$ cat config.mk
export PLATFORM = sky130hd
export DESIGN_NAME = murmur2_bucket_index
export DESIGN_NICKNAME = d
export VERILOG_FILES = /design/src/rtl/mbi_pkg.sv /design/src/rtl/mbi_ctrl.sv /design/src/rtl/mbi_dp.sv /design/src/rtl/murmur2_bucket_index.sv
export SDC_FILE = /design/constraint.sdc
export NUM_CORES = 1
export LEC_CHECK = 0
export BUFFER_PORTS_ARGS = -buffer_cell sky130_fd_sc_hd__buf_2
export CAP_MARGIN = 20
export CORE_UTILIZATION = 62
export DETAILED_ROUTE_END_ITERATION = 16
export PLACE_DENSITY = 0.79
export SLEW_MARGIN = 10
export SYNTH_ARGS = -nofsm -noshare
export SYNTH_HDL_FRONTEND = slang
export SYNTH_SLANG_ARGS = --single-unit
$ cat constraint.sdc
create_clock -name clk -period 13.3 [get_ports clk]
set_input_delay 2.66 -clock clk [delete_from_list [all_inputs] [get_ports clk]]
set_output_delay 2.66 -clock clk [all_outputs]
set_load 0.005 [all_outputs]
$ cat src/rtl/mbi_pkg.sv
// Shared types and constants for the MurmurHash2 bucket index block.
// No dependencies; used by mbi_ctrl, mbi_dp and murmur2_bucket_index.
`default_nettype none

package mbi_pkg;

  localparam logic [31:0] MixMul      = 32'h5bd1e995;
  localparam int          MixShift    = 24;
  localparam int          FinShiftA   = 13;
  localparam int          FinShiftB   = 15;
  localparam logic [31:0] HashSeed    = 32'd0;

  localparam int          BucketWidth = 21;
  localparam int          IndexWidth  = 20;
  localparam logic [BucketWidth-1:0] MaxBuckets  = BucketWidth'(1048576);
  localparam logic [BucketWidth-1:0] BucketReset = BucketWidth'(1024);

  localparam int          DivSteps    = 32;
  localparam int          CntWidth    = $clog2(DivSteps);

  // one datapath step per cycle, chosen by the controller
  typedef enum logic [2:0] {
    STEP_NONE,
    STEP_LOAD,
    STEP_MK1,
    STEP_MK2,
    STEP_MH,
    STEP_TAIL,
    STEP_FIN,
    STEP_DIV
  } step_t;

  typedef struct packed {
    step_t step;
    logic  out_load;
  } cmd_t;

  // keep only the valid low bytes of a short word
  function automatic logic [31:0] byte_mask(input logic [2:0] nbytes);
    logic [31:0] m;
    unique case (nbytes)
      3'd1:    m = 32'h0000_00ff;
      3'd2:    m = 32'h0000_ffff;
      3'd3:    m = 32'h00ff_ffff;
      default: m = 32'hffff_ffff;
    endcase
    return m;
  endfunction

endpackage

`default_nettype wire

$ cat src/rtl/mbi_ctrl.sv
// Controller for the MurmurHash2 bucket index block: sequences the datapath.
// Depends on mbi_pkg for the command struct and divider constants.
`default_nettype none

module mbi_ctrl
  import mbi_pkg::*;
(
  input  wire logic       clk,
  input  wire logic       rst,
  input  wire logic       in_valid,
  output logic            in_ready,
  input  wire logic [2:0] in_nbytes,
  input  wire logic       in_last,
  output logic            out_valid,
  input  wire logic       out_ready,
  output cmd_t            cmd
);

  typedef enum logic [7:0] {
    S_IDLE = 8'b0000_0001,
    S_MK1  = 8'b0000_0010,
    S_MK2  = 8'b0000_0100,
    S_MH   = 8'b0000_1000,
    S_TAIL = 8'b0001_0000,
    S_FIN  = 8'b0010_0000,
    S_DIV  = 8'b0100_0000,
    S_DONE = 8'b1000_0000
  } state_t;

  state_t              state, state_next;
  logic                last_flag, last_flag_next;
  logic [CntWidth-1:0] cnt, cnt_next;
  logic                out_full, out_full_next;
  logic                accept;
  logic                full_word, tail_word;

  assign in_ready  = (state == S_IDLE);
  assign accept    = in_valid && in_ready;
  assign out_valid = out_full;
  // byte counts of four and above count as a full word
  assign full_word = in_nbytes[2];
  assign tail_word = !in_nbytes[2] && (in_nbytes != 3'd0);

  always_comb begin
    state_next     = state;
    last_flag_next = last_flag;
    cnt_next       = cnt;
    out_full_next  = out_full && !out_ready;
    cmd.step       = STEP_NONE;
    cmd.out_load   = 1'b0;
    unique case (state)
      S_IDLE: begin
        if (accept) begin
          cmd.step       = STEP_LOAD;
          last_flag_next = in_last;
          if (full_word) begin
            state_next = S_MK1;
          end else if (tail_word) begin
            state_next = S_TAIL;
          end else if (in_last) begin
            state_next = S_FIN;
          end
        end
      end
      S_MK1: begin
        cmd.step   = STEP_MK1;
        state_next = S_MK2;
      end
      S_MK2: begin
        cmd.step   = STEP_MK2;
        state_next = S_MH;
      end
      S_MH: begin
        cmd.step   = STEP_MH;
        state_next = last_flag ? S_FIN : S_IDLE;
      end
      S_TAIL: begin
        cmd.step   = STEP_TAIL;
        state_next = last_flag ? S_FIN : S_IDLE;
      end
      S_FIN: begin
        cmd.step   = STEP_FIN;
        cnt_next   = '0;
        state_next = S_DIV;
      end
      S_DIV: begin
        cmd.step = STEP_DIV;
        cnt_next = cnt + 1'b1;
        if (cnt == CntWidth'(DivSteps - 1)) begin
          state_next = S_DONE;
        end
      end
      S_DONE: begin
        // hold until the output register is free or being drained
        if (!out_full || out_ready) begin
          cmd.out_load  = 1'b1;
          out_full_next = 1'b1;
          state_next    = S_IDLE;
        end
      end
      default: begin
        state_next = S_IDLE;
      end
    endcase
  end

  always_ff @(posedge clk) begin
    if (rst) begin
      state     <= S_IDLE;
      last_flag <= 1'b0;
      cnt       <= '0;
      out_full  <= 1'b0;
    end else begin
      state     <= state_next;
      last_flag <= last_flag_next;
      cnt       <= cnt_next;
      out_full  <= out_full_next;
    end
  end

endmodule

`default_nettype wire

$ cat src/rtl/mbi_dp.sv
// Datapath for the MurmurHash2 bucket index block: shared multiplier,
// running hash, bit-serial divider and result register. Depends on mbi_pkg.
`default_nettype none

module mbi_dp
  import mbi_pkg::*;
(
  input  wire logic                   clk,
  input  wire logic                   rst,
  input  wire cmd_t                   cmd,
  input  wire logic [31:0]            in_word,
  input  wire logic [2:0]             in_nbytes,
  input  wire logic [31:0]            in_total,
  input  wire logic                   in_first,
  input  wire logic                   cfg_we,
  input  wire logic [BucketWidth-1:0] cfg_data,
  output logic [31:0]                 hash_value,
  output logic [IndexWidth-1:0]       bucket_index
);

  logic [BucketWidth-1:0] bucket_count;
  logic [BucketWidth-1:0] bc_eff;
  logic [BucketWidth-1:0] divisor;
  logic                   div_zero;
  logic [31:0]            hreg;
  logic [31:0]            kreg;
  logic [31:0]            freg;
  logic [31:0]            dvd;
  logic [IndexWidth-1:0]  rem;
  logic [31:0]            mul_a;
  logic [31:0]            product;
  logic [31:0]            fin_val;
  logic [IndexWidth:0]    rem_shift;
  logic [IndexWidth:0]    rem_sub;
  logic                   rem_ge;

  always_comb begin
    unique case (cmd.step)
      STEP_MK2:  mul_a = kreg ^ (kreg >> MixShift);
      STEP_MH:   mul_a = hreg;
      STEP_TAIL: mul_a = hreg ^ kreg;
      STEP_FIN:  mul_a = hreg ^ (hreg >> FinShiftA);
      default:   mul_a = kreg;
    endcase
  end

  assign product = mul_a * MixMul;
  assign fin_val = product ^ (product >> FinShiftB);

  assign bc_eff    = (bucket_count > MaxBuckets) ? MaxBuckets : bucket_count;
  assign rem_shift = {rem, dvd[31]};
  assign rem_ge    = (rem_shift >= divisor);
  assign rem_sub   = rem_shift - divisor;

  always_ff @(posedge clk) begin
    if (rst) begin
      bucket_count <= BucketReset;
      hreg         <= '0;
    end else begin
      if (cfg_we) begin
        bucket_count <= cfg_data;
      end
      if (cmd.step == STEP_LOAD) begin
        hreg <= in_first ? (HashSeed ^ in_total) : hreg;
      end else if (cmd.step == STEP_MH) begin
        hreg <= product ^ kreg;
      end else if (cmd.step == STEP_TAIL) begin
        hreg <= product;
      end
    end
  end

  always_ff @(posedge clk) begin
    unique case (cmd.step)
      STEP_LOAD: begin
        kreg <= in_word & byte_mask(in_nbytes);
      end
      STEP_MK1, STEP_MK2: begin
        kreg <= product;
      end
      STEP_FIN: begin
        freg     <= fin_val;
        dvd      <= fin_val;
        rem      <= '0;
        divisor  <= bc_eff;
        div_zero <= (bc_eff == '0);
      end
      STEP_DIV: begin
        dvd <= {dvd[30:0], 1'b0};
        rem <= rem_ge ? rem_sub[IndexWidth-1:0] : rem_shift[IndexWidth-1:0];
      end
      default: begin
      end
    endcase
    if (cmd.out_load) begin
      hash_value   <= freg;
      bucket_index <= div_zero ? '0 : rem;
    end
  end

endmodule

`default_nettype wire

$ cat src/rtl/murmur2_bucket_index.sv
// Top level: MurmurHash2 (seed 0) of a byte string reduced to a bucket index.
// Instantiates mbi_ctrl and mbi_dp; depends on mbi_pkg.
//
//   channel   direction  handshake             payload
//   s_*       in         s_tvalid / s_tready   s_tdata, s_tlast, s_tuser
//   m_*       out        m_tvalid / m_tready   m_tdata
//   cfg_*     in         cfg_valid / cfg_ready cfg_data (bucket_count)
//
// Sequence: a four-byte word is accepted and then makes three passes through
// the one shared 32x32 multiplier, a one-to-three byte word a tail pass through
// it, an empty word no pass. A last word then adds a finalise pass, a run of the
// bit-serial divider and a load of the output register.
// Reset: synchronous rst clears the sequencer, the running hash and sets the
// bucket count to 1024. Stalls: the output register holds a result while the
// next words are accepted; a second result waits in place until m_tready.
`default_nettype none

module murmur2_bucket_index
  import mbi_pkg::*;
(
  input  wire logic                   clk,
  input  wire logic                   rst,
  // stream in
  input  wire logic                   s_tvalid,
  output logic                        s_tready,
  input  wire logic [71:0]            s_tdata,  // data_word[31:0], byte_count[34:32],
                                                // total_length[66:35], zero pad [71:67]
  input  wire logic                   s_tlast,  // last_item
  input  wire logic                   s_tuser,  // first_item
  // stream out
  output logic                        m_tvalid,
  input  wire logic                   m_tready,
  output logic [55:0]                 m_tdata,  // hash_value[31:0], bucket_index[51:32],
                                                // zero pad [55:52]
  // bucket count register write
  input  wire logic                   cfg_valid,
  output logic                        cfg_ready,
  input  wire logic [BucketWidth-1:0] cfg_data
);

  cmd_t                  cmd;
  logic [31:0]           hash_value;
  logic [IndexWidth-1:0] bucket_index;
  logic                  cfg_we;

  // writes must only arrive while idle (the block does not enforce this), so take every beat at once
  assign cfg_ready = 1'b1;
  assign cfg_we    = cfg_valid && cfg_ready;

  mbi_ctrl u_ctrl (
    .clk       (clk),
    .rst       (rst),
    .in_valid  (s_tvalid),
    .in_ready  (s_tready),
    .in_nbytes (s_tdata[34:32]),
    .in_last   (s_tlast),
    .out_valid (m_tvalid),
    .out_ready (m_tready),
    .cmd       (cmd)
  );

  mbi_dp u_dp (
    .clk          (clk),
    .rst          (rst),
    .cmd          (cmd),
    .in_word      (s_tdata[31:0]),
    .in_nbytes    (s_tdata[34:32]),
    .in_total     (s_tdata[66:35]),
    .in_first     (s_tuser),
    .cfg_we       (cfg_we),
    .cfg_data     (cfg_data),
    .hash_value   (hash_value),
    .bucket_index (bucket_index)
  );

  // pack the result beat, lowest field first, padded to whole bytes
  assign m_tdata = {4'd0, bucket_index, hash_value};

endmodule

`default_nettype wire
==> flow_summary.json, run 1 <==
{
  "outcome": "finished with violations",
  "violations": "design-rule violations",
  "cts_max_level": 1,
  "synth-main-ff-cell": "edfxtp_1",
  "max_slew_margin_pct": 22.2,
  "drive_above_1_share_pct": 11.2,
  "worst_slew_pin_slew_ns": 1.17,
  "synth_xor_area_share_pct": 5.69,
  "slew_viol_final": 0,
  "synth_area_um2": 21700,
  "period_share_pct": 84.0,
  "fillers": 2660,
  "cp-start-kind": "input port",
  "clock_latency_ns": 0.55,
  "routed_wirelength_um": 58200,
  "grt_usage_pct": 33.1,
  "synth-edff-count": 190,
  "hp-class": "reg2reg",
  "die_area_um2": 35800,
  "clk_pin_slew_worst_paths_ns": 0.07,
  "clockBufferDepth": 3,
  "yosysTopAreaCellShare_pct": 26.3,
  "dp_hpwl_um": 43600,
  "synthAdderAreaFrac_pct": 30.2,
  "drt_iter0_drc": 1373,
  "synth-simple-area-share_pct": 11.6,
  "reg2reg_slack_ns": 2.56,
  "numCtsBuffers": 25,
  "start_util_pct": 63.0,
  "drv_cap": 0,
  "cp.required_ns": 13.60,
  "critPathKind": "in2reg",
  "grt_pass1_wl_um": 89800,
  "drc": 1,
  "drtAntennaViolNets": 0,
  "setup_viol": 0,
  "synthMuxAreaShare_pct": 2.12,
  "io_pins": 159,
  "cts_root_buffer": "clkbuf_16",
  "wl_per_cell_um": 20.7,
  "fmax_mhz": 89.5,
  "synth_top_cell_by_area": "edfxtp_1",
  "crit_path_max_incr_delay_ns": 0.65,
  "tritoncts": "yes",
  "register_area_um2": 7070,
  "skew_ns": 0.0125,
  "cp_max_fo": 11,
  "synth_top_family_by_area": "adder cells",
  "rows": 68,
  "placement.io_buffers": 148,
  "clock-sinks": 258,
  "antenna_found_initial": 1,
  "core_um2": 34500,
  "holdBufCountCts": 0,
  "viasPerCell": 5.90,
  "worst_setup_path_end_kind": "register",
  "grt_pass1_vias": 16600,
  "grt_start_max_net_pins": 66,
  "synthTopCellsByArea": "edfxtp_1 (26%), fa_1 (17%), ha_1 (14%)",
  "avgSynthCellArea_um2": 9.88,
  "hold_violations": 0,
  "synth_compound_area_share_pct": 9.62,
  "ctsResizeCount": 0,
  "layout_min_cycle_time_ns": 11.18,
  "seq_area_frac_synth_pct": 32.6,
  "gp_congestion": 0.962,
  "vias": 16600,
  "layout.nets": 2853,
  "post_cts_buffers": 0,
  "yosysWarningCount": 0,
  "fin_util_pct": 69.4,
  "die_h_um": 189,
  "die_x_um": 189,
  "slowest_stage": "a211o_1",
  "cp.arrival_ns": 11.48,
  "async_reset_ff_share_pct": 0,
  "rsz0062_at_grt": "false",
  "netlist_instances": 2196,
  "ys_ff_latch": 258,
  "synth_cell_types": 73,
  "multi_input_area_um2": 12900,
  "timing.setup.tns_ns": 0,
  "area_growth_pct": 10.3,
  "grt_overflow": 0,
  "firstDrtPassIters": 11
}
==> registers in the layout, indices dropped and copies added, names as in the netlist <==
register,count
u_ctrl.cnt,5
u_ctrl.last_flag,1
u_ctrl.out_valid,1
u_ctrl.state,8
u_dp.bucket_count,21
u_dp.bucket_index,20
u_dp.div_zero,1
u_dp.divisor,21
u_dp.dvd,32
u_dp.freg,32
u_dp.hash_value,32
u_dp.hreg,32
u_dp.kreg,32
u_dp.rem,20
==> kinds of logic (layout without fill, tap and decap cells) <==
family	count (synthesis)	after routing
adders and majority gates	416	416
other	2	6
xor gates and xnor gates	133	133
muxes	45	45
AOI/OAI and AO/OA	325	325
buffers and inverters	462	619
DFF	258	258
and+or+nand+nor	555	555
==> stage by stage <==
step	std cells	instance area, um^2	setup WS [ns]	hold slack, ns
5_1_grt	2812	23900	1.82	0.424
4_1_cts	2810	23900	2.17	0.420
3_5_place_dp	2764	23000	1.59	0.405
6_report	2812	23900	2.12	0.421
2_1_floorplan	2199	21700	2.47	0.400
3_3_place_gp	2763	23000	1.86	0.405
==> cell usage in the layout (no fill, tap or decap), drive strengths merged, types with 12 or more instances in the layout <==
master / count
buf: 189
xor2: 51
a31oi: 12
a211oi: 16
o211ai: 12
nand2: 205
o221ai: 12
nor2b: 39
fa: 179
a21o: 30
inv: 387
a21oi: 104
xnor2: 79
and2: 13
edfxtp: 190
mux2i: 38
ha: 237
nand3: 66
clkbuf: 32
and3: 15
dfxtp: 68
o21ai: 70
nor2: 154
==> Yosys cell counts, drive strengths merged, types with 4 or more instances <==
cell / number
nor3: 11
o211ai: 12
a221oi: 11
nand4: 4
edfxtp: 190
mux2i: 38
or2: 7
clkbuf: 53
a22oi: 9
inv: 384
ha: 237
a211oi: 16
o21ai: 70
nand2: 205
a31oi: 12
and3: 15
dfxtp: 68
nor2b: 39
a211o: 4
nand3: 66
a311oi: 4
o41ai: 5
xnor2: 79
nor3b: 6
buf: 25
xor2: 51
nor2: 154
nor4: 11
fa: 179
or3: 6
and2: 13
o221ai: 12
mux2: 7
a21oi: 104
o31ai: 4
nand2b: 10
a21o: 30
o21a: 7
o21bai: 4
==> layout make-up <==
type	instances	share of cell area [%]
clock buffers	32	2.99
inverters	384	6.02
diodes	1	0.0105
flip-flops and latches	258	29.5
multi-input cells	1479	53.9
repair buffers	189	4.40
well taps	455	2.38
clock inverters	14	0.742
==> layer usage <==
| layer | routed length (um) | GRT usage (%) | part of all wire, % |
|---|---|---|---|
| met5 | 0 | 0 | 0 |
| met2 | 26400 | 53.2 | 45 |
| met4 | 3600 | 18.5 | 6.2 |
| met1 | 22900 | 42.9 | 39 |
| met3 | 5340 | 5.30 | 9.2 |
==> worst max-delay path: cells and delay by family <==
family / cells / cell delay [ns]
AO/OA/AOI/OAI: 10 / 3.32
XOR/XNOR: 2 / 0.42
adder cells (fa/ha/maj): 9 / 4.06
buffers and inverters: 7 / 0.43
multiplexers: 1 / 0.32
AND/OR/NAND/NOR: 3 / 0.25
==> final timing paths <==
path                                      from                       endpoint  depth (start not counted)
setup / recovery                      s_tvalid         u_dp.dvd[16]$_DFFE_PP_                         32
hold / removal         u_dp.freg[14]$_DFFE_PN_  u_dp.hash_value[14]$_DFFE_PP_                          0
setup reg to reg  u_ctrl.state[3]$_SDFFE_PP0P_         u_dp.dvd[16]$_DFFE_PP_                         31
hold reg to reg        u_dp.freg[14]$_DFFE_PN_  u_dp.hash_value[14]$_DFFE_PP_                          0
Power of run 1 is left out: the tool's default activity adds up to more than one toggle a clock period on the data nets, which glitch-free logic cannot reach.
==> inputs of run 2 (changes only) <==
--- a/config.mk
+++ b/config.mk
@@ -5,11 +5,12 @@
 export SDC_FILE = /design/constraint.sdc
 export NUM_CORES = 1
 export LEC_CHECK = 0
+export ABC_AREA = 1
 export BUFFER_PORTS_ARGS = -buffer_cell sky130_fd_sc_hd__buf_2
 export CAP_MARGIN = 20
-export CORE_UTILIZATION = 62
+export CORE_UTILIZATION = 63
 export DETAILED_ROUTE_END_ITERATION = 16
-export PLACE_DENSITY = 0.79
+export PLACE_DENSITY = 0.8
 export SLEW_MARGIN = 10
 export SYNTH_ARGS = -nofsm -noshare
 export SYNTH_HDL_FRONTEND = slang
==> constraint.sdc (replaced) <==
create_clock -name clk -period 10.55 [get_ports clk]
set_input_delay 2.11 -clock clk [delete_from_list [all_inputs] [get_ports clk]]
set_output_delay 2.11 -clock clk [all_outputs]
set_load 0.005 [all_outputs]
==> run 2 against run 1 <==
- global-route usage is 2.8 points higher
- first-iteration DRC count rose by 53%
- the run now ends clean
- synthesized area up 4.1%
- largest cell class unchanged
- clock-buffer cell count is 2 higher
- sequential share of layout area is 0.96 points lower
- via count increased by 12%
- clock skew is 0.019 ns higher
- core utilization increased by 1.5 points
- worst setup slack lost 0.99 ns
- critical path type is now reg2reg
==> flow_summary.json, run 2 <==
{
  "outcome": "finished, final reports clean",
  "drv_cap": 0,
  "clock-sinks": 258,
  "startpoint": "u_ctrl.state[4]$_SDFFE_PP0P_",
  "fin_util_pct": 70.9,
  "grt_overflow": 0,
  "clock_latency_ns": 0.56,
  "synth_cell_types": 53,
  "routed_wirelength_um": 63900,
  "yosysWarningCount": 0,
  "multi_input_area_um2": 13000,
  "timing.setup.tns_ns": 0,
  "slowest_stage": "nand2_2",
  "holdBufCountCts": 0,
  "grt_usage_pct": 35.9,
  "worst_setup_path_end_kind": "register",
  "ys_top_cells_by_count": "inv_1 (573), nand2_1 (458), ha_1 (237), edfxtp_1 (190), fa_1 (179)",
  "async_reset_ff_share_pct": 0,
  "ctsResizeCount": 0,
  "clk_pin_slew_worst_paths_ns": 0.07,
  "grt_start_max_net_pins": 64,
  "seq_area_frac_synth_pct": 31.3,
  "worst_slew_pin_slew_ns": 1.19,
  "cp_max_fo": 41,
  "grt_pass1_wl_um": 99100,
  "tritoncts": "yes",
  "fmax_mhz": 106,
  "synth-edff-count": 190,
  "skew_ns": 0.0318,
  "drive_above_1_share_pct": 10.6,
  "crit_path_max_incr_delay_ns": 0.70,
  "register_area_um2": 7070,
  "cp-start-kind": "register",
  "regToRegStartpoint": "u_ctrl.state[4]$_SDFFE_PP0P_",
  "avgSynthCellArea_um2": 8.65,
  "wl_per_cell_um": 19.8,
  "area_growth_pct": 9.51,
  "layout_common_cells": "inv_1 (570), nand2_1 (458), ha_1 (237), edfxtp_1 (190), fa_1 (179)",
  "synth_area_um2": 22600,
  "period_share_pct": 89.3,
  "setup_viol": 0,
  "slew_viol_final": 0,
  "cts_root_buffer": "clkbuf_16",
  "clockBufferDepth": 3,
  "rows": 68,
  "path_buf_inv": 6,
  "max_slew_margin_pct": 20.1,
  "layout.nets": 3275,
  "critPathKind": "reg2reg",
  "layout_min_cycle_time_ns": 9.42,
  "fin_hold_ws_ns": 0.407,
  "drt_iter0_drc": 2097,
  "core_um2": 34900,
  "die_area_um2": 36600,
  "vias": 18600,
  "dp_hpwl_um": 50500,
  "worstSetupEndpoint": "u_dp.hreg[29]$_SDFFE_PP0P_",
  "synth_most_common_cell": "inv_1",
  "synth-main-ff-cell": "edfxtp_1",
  "worstSetupPathDepth": 34,
  "cts_max_level": 1,
  "synthTopCellsByArea": "edfxtp_1 (25%), fa_1 (16%), ha_1 (13%)",
  "timing.rr.end": "u_dp.hreg[29]$_SDFFE_PP0P_",
  "gp_congestion": 0.974,
  "hold_violations": 0,
  "viasPerCell": 5.74,
  "grt_pass1_vias": 18200,
  "die_x_um": 191,
  "diodes": 0,
  "cp.required_ns": 10.95,
  "fillers": 2649,
  "drtAntennaViolNets": 0,
  "hp-class": "reg2reg",
  "start_util_pct": 64.7,
  "synth_top_cell_by_area": "edfxtp_1",
  "antenna_found_initial": 1,
  "critPathTopFamily": "adder cells",
  "post_cts_buffers": 0,
  "placement.io_buffers": 148,
  "drc": 0,
  "final_common_cell": "inv_1",
  "place_ws_ns": 0.852,
  "rr_worst_depth": 34,
  "cp.arrival_ns": 9.82,
  "ys_ff_latch": 258,
  "finalWorstSetupSlack_ns": 1.13,
  "io_pins": 159,
  "netlist_instances": 2610,
  "die_h_um": 191,
  "reg2reg_slack_ns": 1.13,
  "yosysTopAreaCellShare_pct": 25.3,
  "firstDrtPassIters": 6,
  "numCtsBuffers": 26,
  "rsz0062_at_grt": "false"
}
## run 2: cell count changes after synthesis, moves of 12 or more
| cell | before | now |
|---|---|---|
| nand2_1 | 205 | 458 |
| a21o_1 | 30 | 6 |
| o21ai_0 | 69 | 140 |
| nand3_1 | 66 | 82 |
| nor2_1 | 154 | 175 |
| buf_1 | 13 | 1 |
| mux2i_1 | 38 | 0 |
| xnor2_1 | 77 | 41 |
| a21oi_1 | 102 | 145 |
| inv_1 | 384 | 573 |
| nor2b_1 | 39 | 0 |
| and3_1 | 15 | 0 |
| a211oi_1 | 16 | 4 |
| and2_1 | 13 | 0 |
## run 2: kinds of logic (layout without fill, tap and decap cells)
family | after synthesis | after routing | share of synthesized area [%]
DFF | 258 | 258 | 31.3
other | 2 | 5 | 0.0333
xor gates and xnor gates | 89 | 89 | 3.48
and+or+nand+nor | 813 | 813 | 15.5
AOI/OAI and AO/OA | 383 | 383 | 9.60
buffers and inverters | 649 | 815 | 11.1
adders and majority gates | 416 | 416 | 29.0
## run 2: worst min path at each step
stage	from	endpoint	slack [ns]	cells after the start
CTS	u_dp.freg[15]$_DFFE_PN_	u_dp.hash_value[15]$_DFFE_PP_	0.40	0
global route	u_dp.freg[15]$_DFFE_PN_	u_dp.hash_value[15]$_DFFE_PP_	0.41	0
floorplan	u_dp.freg[0]$_DFFE_PN_	u_dp.hash_value[0]$_DFFE_PP_	0.40	0
detailed placement	u_dp.freg[0]$_DFFE_PN_	u_dp.hash_value[0]$_DFFE_PP_	0.40	0
finish	u_dp.freg[15]$_DFFE_PN_	u_dp.hash_value[15]$_DFFE_PP_	0.41	0
global placement	u_dp.freg[23]$_DFFE_PN_	u_dp.hash_value[23]$_DFFE_PP_	0.40	0
## run 2: through the flow
step / cells / area [um^2]
after global routing: 3234 / 24700
after floorplan: 2613 / 22600
final: 3234 / 24700
after global placement: 3186 / 23900
after CTS: 3234 / 24700
after detailed placement: 3186 / 23900
## run 2: final cells by class
| cell class | instances | share of cell area [%] |
|---|---|---|
| clock buffer | 34 | 2.87 |
| clock inverter | 14 | 0.481 |
| inverter | 578 | 8.77 |
| multi-input combinational | 1706 | 52.8 |
| sequential | 258 | 28.6 |
| tap | 455 | 2.30 |
| timing repair buffer | 189 | 4.24 |
## run 2: per-layer routing
layer,GRT usage (%),wire length (um),up-vias
met2,57.4,28600,1000
li1,-,-,8621
met5,0,0,-
met4,14.0,2770,0
met1,47.9,25000,8782
met3,7.44,7470,170
Power of run 2 is left out for the same reason.
==> inputs of run 3 (changes only) <==
--- a/config.mk
+++ b/config.mk
@@ -8,6 +8,7 @@
 export ABC_AREA = 1
 export BUFFER_PORTS_ARGS = -buffer_cell sky130_fd_sc_hd__buf_2
 export CAP_MARGIN = 20
+export CORE_MARGIN = 4
 export CORE_UTILIZATION = 63
 export DETAILED_ROUTE_END_ITERATION = 16
 export PLACE_DENSITY = 0.8
==> run 3 against run 2 <==
- sequential cell count stayed put
- clock skew grew 0.0039 ns
- hold slack improved by 0.010 ns
- die area up 6.4%
- first-iteration DRC count fell by 7.7%
- global-route usage is 3.2 points lower
- non-clock buffer count is 6 higher
- critical path depth up 1
- final area grew 0.32%
- sequential share of layout area is 0.092 points lower
- wire length increased by 1.0%
- critical endpoint is now u_dp.dvd[11]$_DFFE_PP_
- largest cell class unchanged
- highest routed layer unchanged
==> flow_summary.json, run 3 (synthesis gave the netlist of run 2 again) <==
{
  "outcome": "finished, final reports clean",
  "busiest_layer": "met2",
  "hold_violations": 0,
  "grt_overflow": 0,
  "finalWorstSetupSlack_ns": 1.25,
  "min_to": "u_dp.hash_value[22]$_DFFE_PP_",
  "slew_viol_final": 0,
  "place_area_um2": 24000,
  "io_pins": 159,
  "rows": 69,
  "drive_above_1_share_pct": 10.7,
  "core_um2": 35500,
  "layout_common_cells": "inv_1 (570), nand2_1 (458), ha_1 (237), edfxtp_1 (190), fa_1 (179)",
  "viasPerCell": 5.78,
  "grt_start_max_net_pins": 64,
  "setup_viol": 0,
  "holdPathStages": 0,
  "tritoncts": "yes",
  "crit_path_max_incr_delay_ns": 0.59,
  "ctsResizeCount": 0,
  "routed_wirelength_um": 64600,
  "use_met1_pct": 46.3,
  "firstDrtPassIters": 6,
  "dp_hpwl_um": 50800,
  "cp.arrival_ns": 9.58,
  "fmax_mhz": 107,
  "cp.required_ns": 10.83,
  "cp-start-kind": "input port",
  "final_common_cell": "inv_1",
  "wl_per_cell_um": 19.9,
  "die_h_um": 197,
  "grt_pass1_vias": 18300,
  "max_slew_margin_pct": 21.8,
  "cp_max_fo": 6,
  "timing.rr.end": "u_dp.dvd[15]$_DFFE_PP_",
  "grtUsageMet2_pct": 51.3,
  "layout_min_cycle_time_ns": 9.30,
  "hp-class": "reg2reg",
  "layout.nets": 3280,
  "vias": 18700,
  "reg2reg_slack_ns": 1.31,
  "grt_usage_pct": 32.8,
  "fillers": 2666,
  "rr_worst_depth": 33,
  "drtAntennaViolNets": 0,
  "drv_cap": 0,
  "timing.setup.tns_ns": 0,
  "start_util_pct": 63.6,
  "drc": 0,
  "clk_pin_slew_worst_paths_ns": 0.06,
  "antenna_found_initial": 1,
  "fin_hold_ws_ns": 0.417,
  "numCtsBuffers": 25,
  "post_cts_buffers": 0,
  "grt_pass1_wl_um": 99200,
  "register_area_um2": 7070,
  "clock-sinks": 258,
  "worst_slew_pin_slew_ns": 1.17,
  "gp_congestion": 1.00,
  "cts_root_buffer": "clkbuf_16",
  "clockBufferDepth": 3,
  "skew_ns": 0.0358,
  "period_share_pct": 88.2,
  "drt_iter0_drc": 1936,
  "slowest_stage": "fa_1",
  "area_growth_pct": 9.87,
  "worst_setup_path_end_kind": "register",
  "cts_max_level": 1,
  "hp-start": "u_dp.freg[22]$_DFFE_PN_",
  "clock_latency_ns": 0.55,
  "die_x_um": 197,
  "placement.io_buffers": 148,
  "holdBufCountCts": 0,
  "rsz0062_at_grt": "false",
  "critPathKind": "in2reg",
  "gr-usage-met3_pct": 5.03,
  "place_ws_ns": 0.768,
  "multi_input_area_um2": 13000,
  "regToRegStartpoint": "u_ctrl.state[5]$_SDFFE_PP0P_",
  "die_area_um2": 38900,
  "design_area_um2": 24800
}
[run 3: cell types whose count changed in the layout (fill, tap and decap cells not counted), moves of 2 or more]
cell	previous run	this run
bufinv_16	1	3
clkinv_2	4	1
buf_2	148	150
buf_4	41	44
[run 3: metal layers]
metal	vias to the layer above	wire length (um)
li1	8623	-
met1	8864	25300
met2	1050	28700
met3	192	7380
met4	0	3230
met5	-	0
[run 3: layout make-up]
cell class              instances  area share (%)
multi-input cells            1706            52.6
flip-flops and latches        258            28.5
inverters                     578            8.74
repair buffers                195            4.44
clock buffers                  34            2.82
well taps                     461            2.32
clock inverters                10           0.595
diodes                          1          0.0101
[run 3: worst max-delay path, delay by kind of cell]
| family | cells | cell delay [ns] |
|---|---|---|
| buffers and inverters | 10 | 0.93 |
| adder cells (fa/ha/maj) | 9 | 4.07 |
| AND/OR/NAND/NOR | 11 | 1.47 |
| XOR/XNOR | 1 | 0.25 |
| AO/OA/AOI/OAI | 4 | 0.73 |
[run 3: per-stage QoR]
step	instances	utilization, %
2_1_floorplan	2613	-
3_3_place_gp	3196	67.5
3_5_place_dp	3197	67.5
4_1_cts	3241	69.9
5_1_grt	3243	69.9
6_report	3243	69.9
[run 3: how the worst max path moves through the flow]
stage               startpoint                      to
finish                s_tvalid  u_dp.dvd[11]$_DFFE_PP_
global route          s_tvalid  u_dp.dvd[11]$_DFFE_PP_
CTS                   s_tvalid  u_dp.dvd[11]$_DFFE_PP_
detailed placement    s_tvalid  u_dp.dvd[11]$_DFFE_PP_
global placement      s_tvalid  u_dp.dvd[11]$_DFFE_PP_
floorplan             s_tvalid  u_dp.dvd[16]$_DFFE_PP_
Power of run 3 is left out for the same reason.
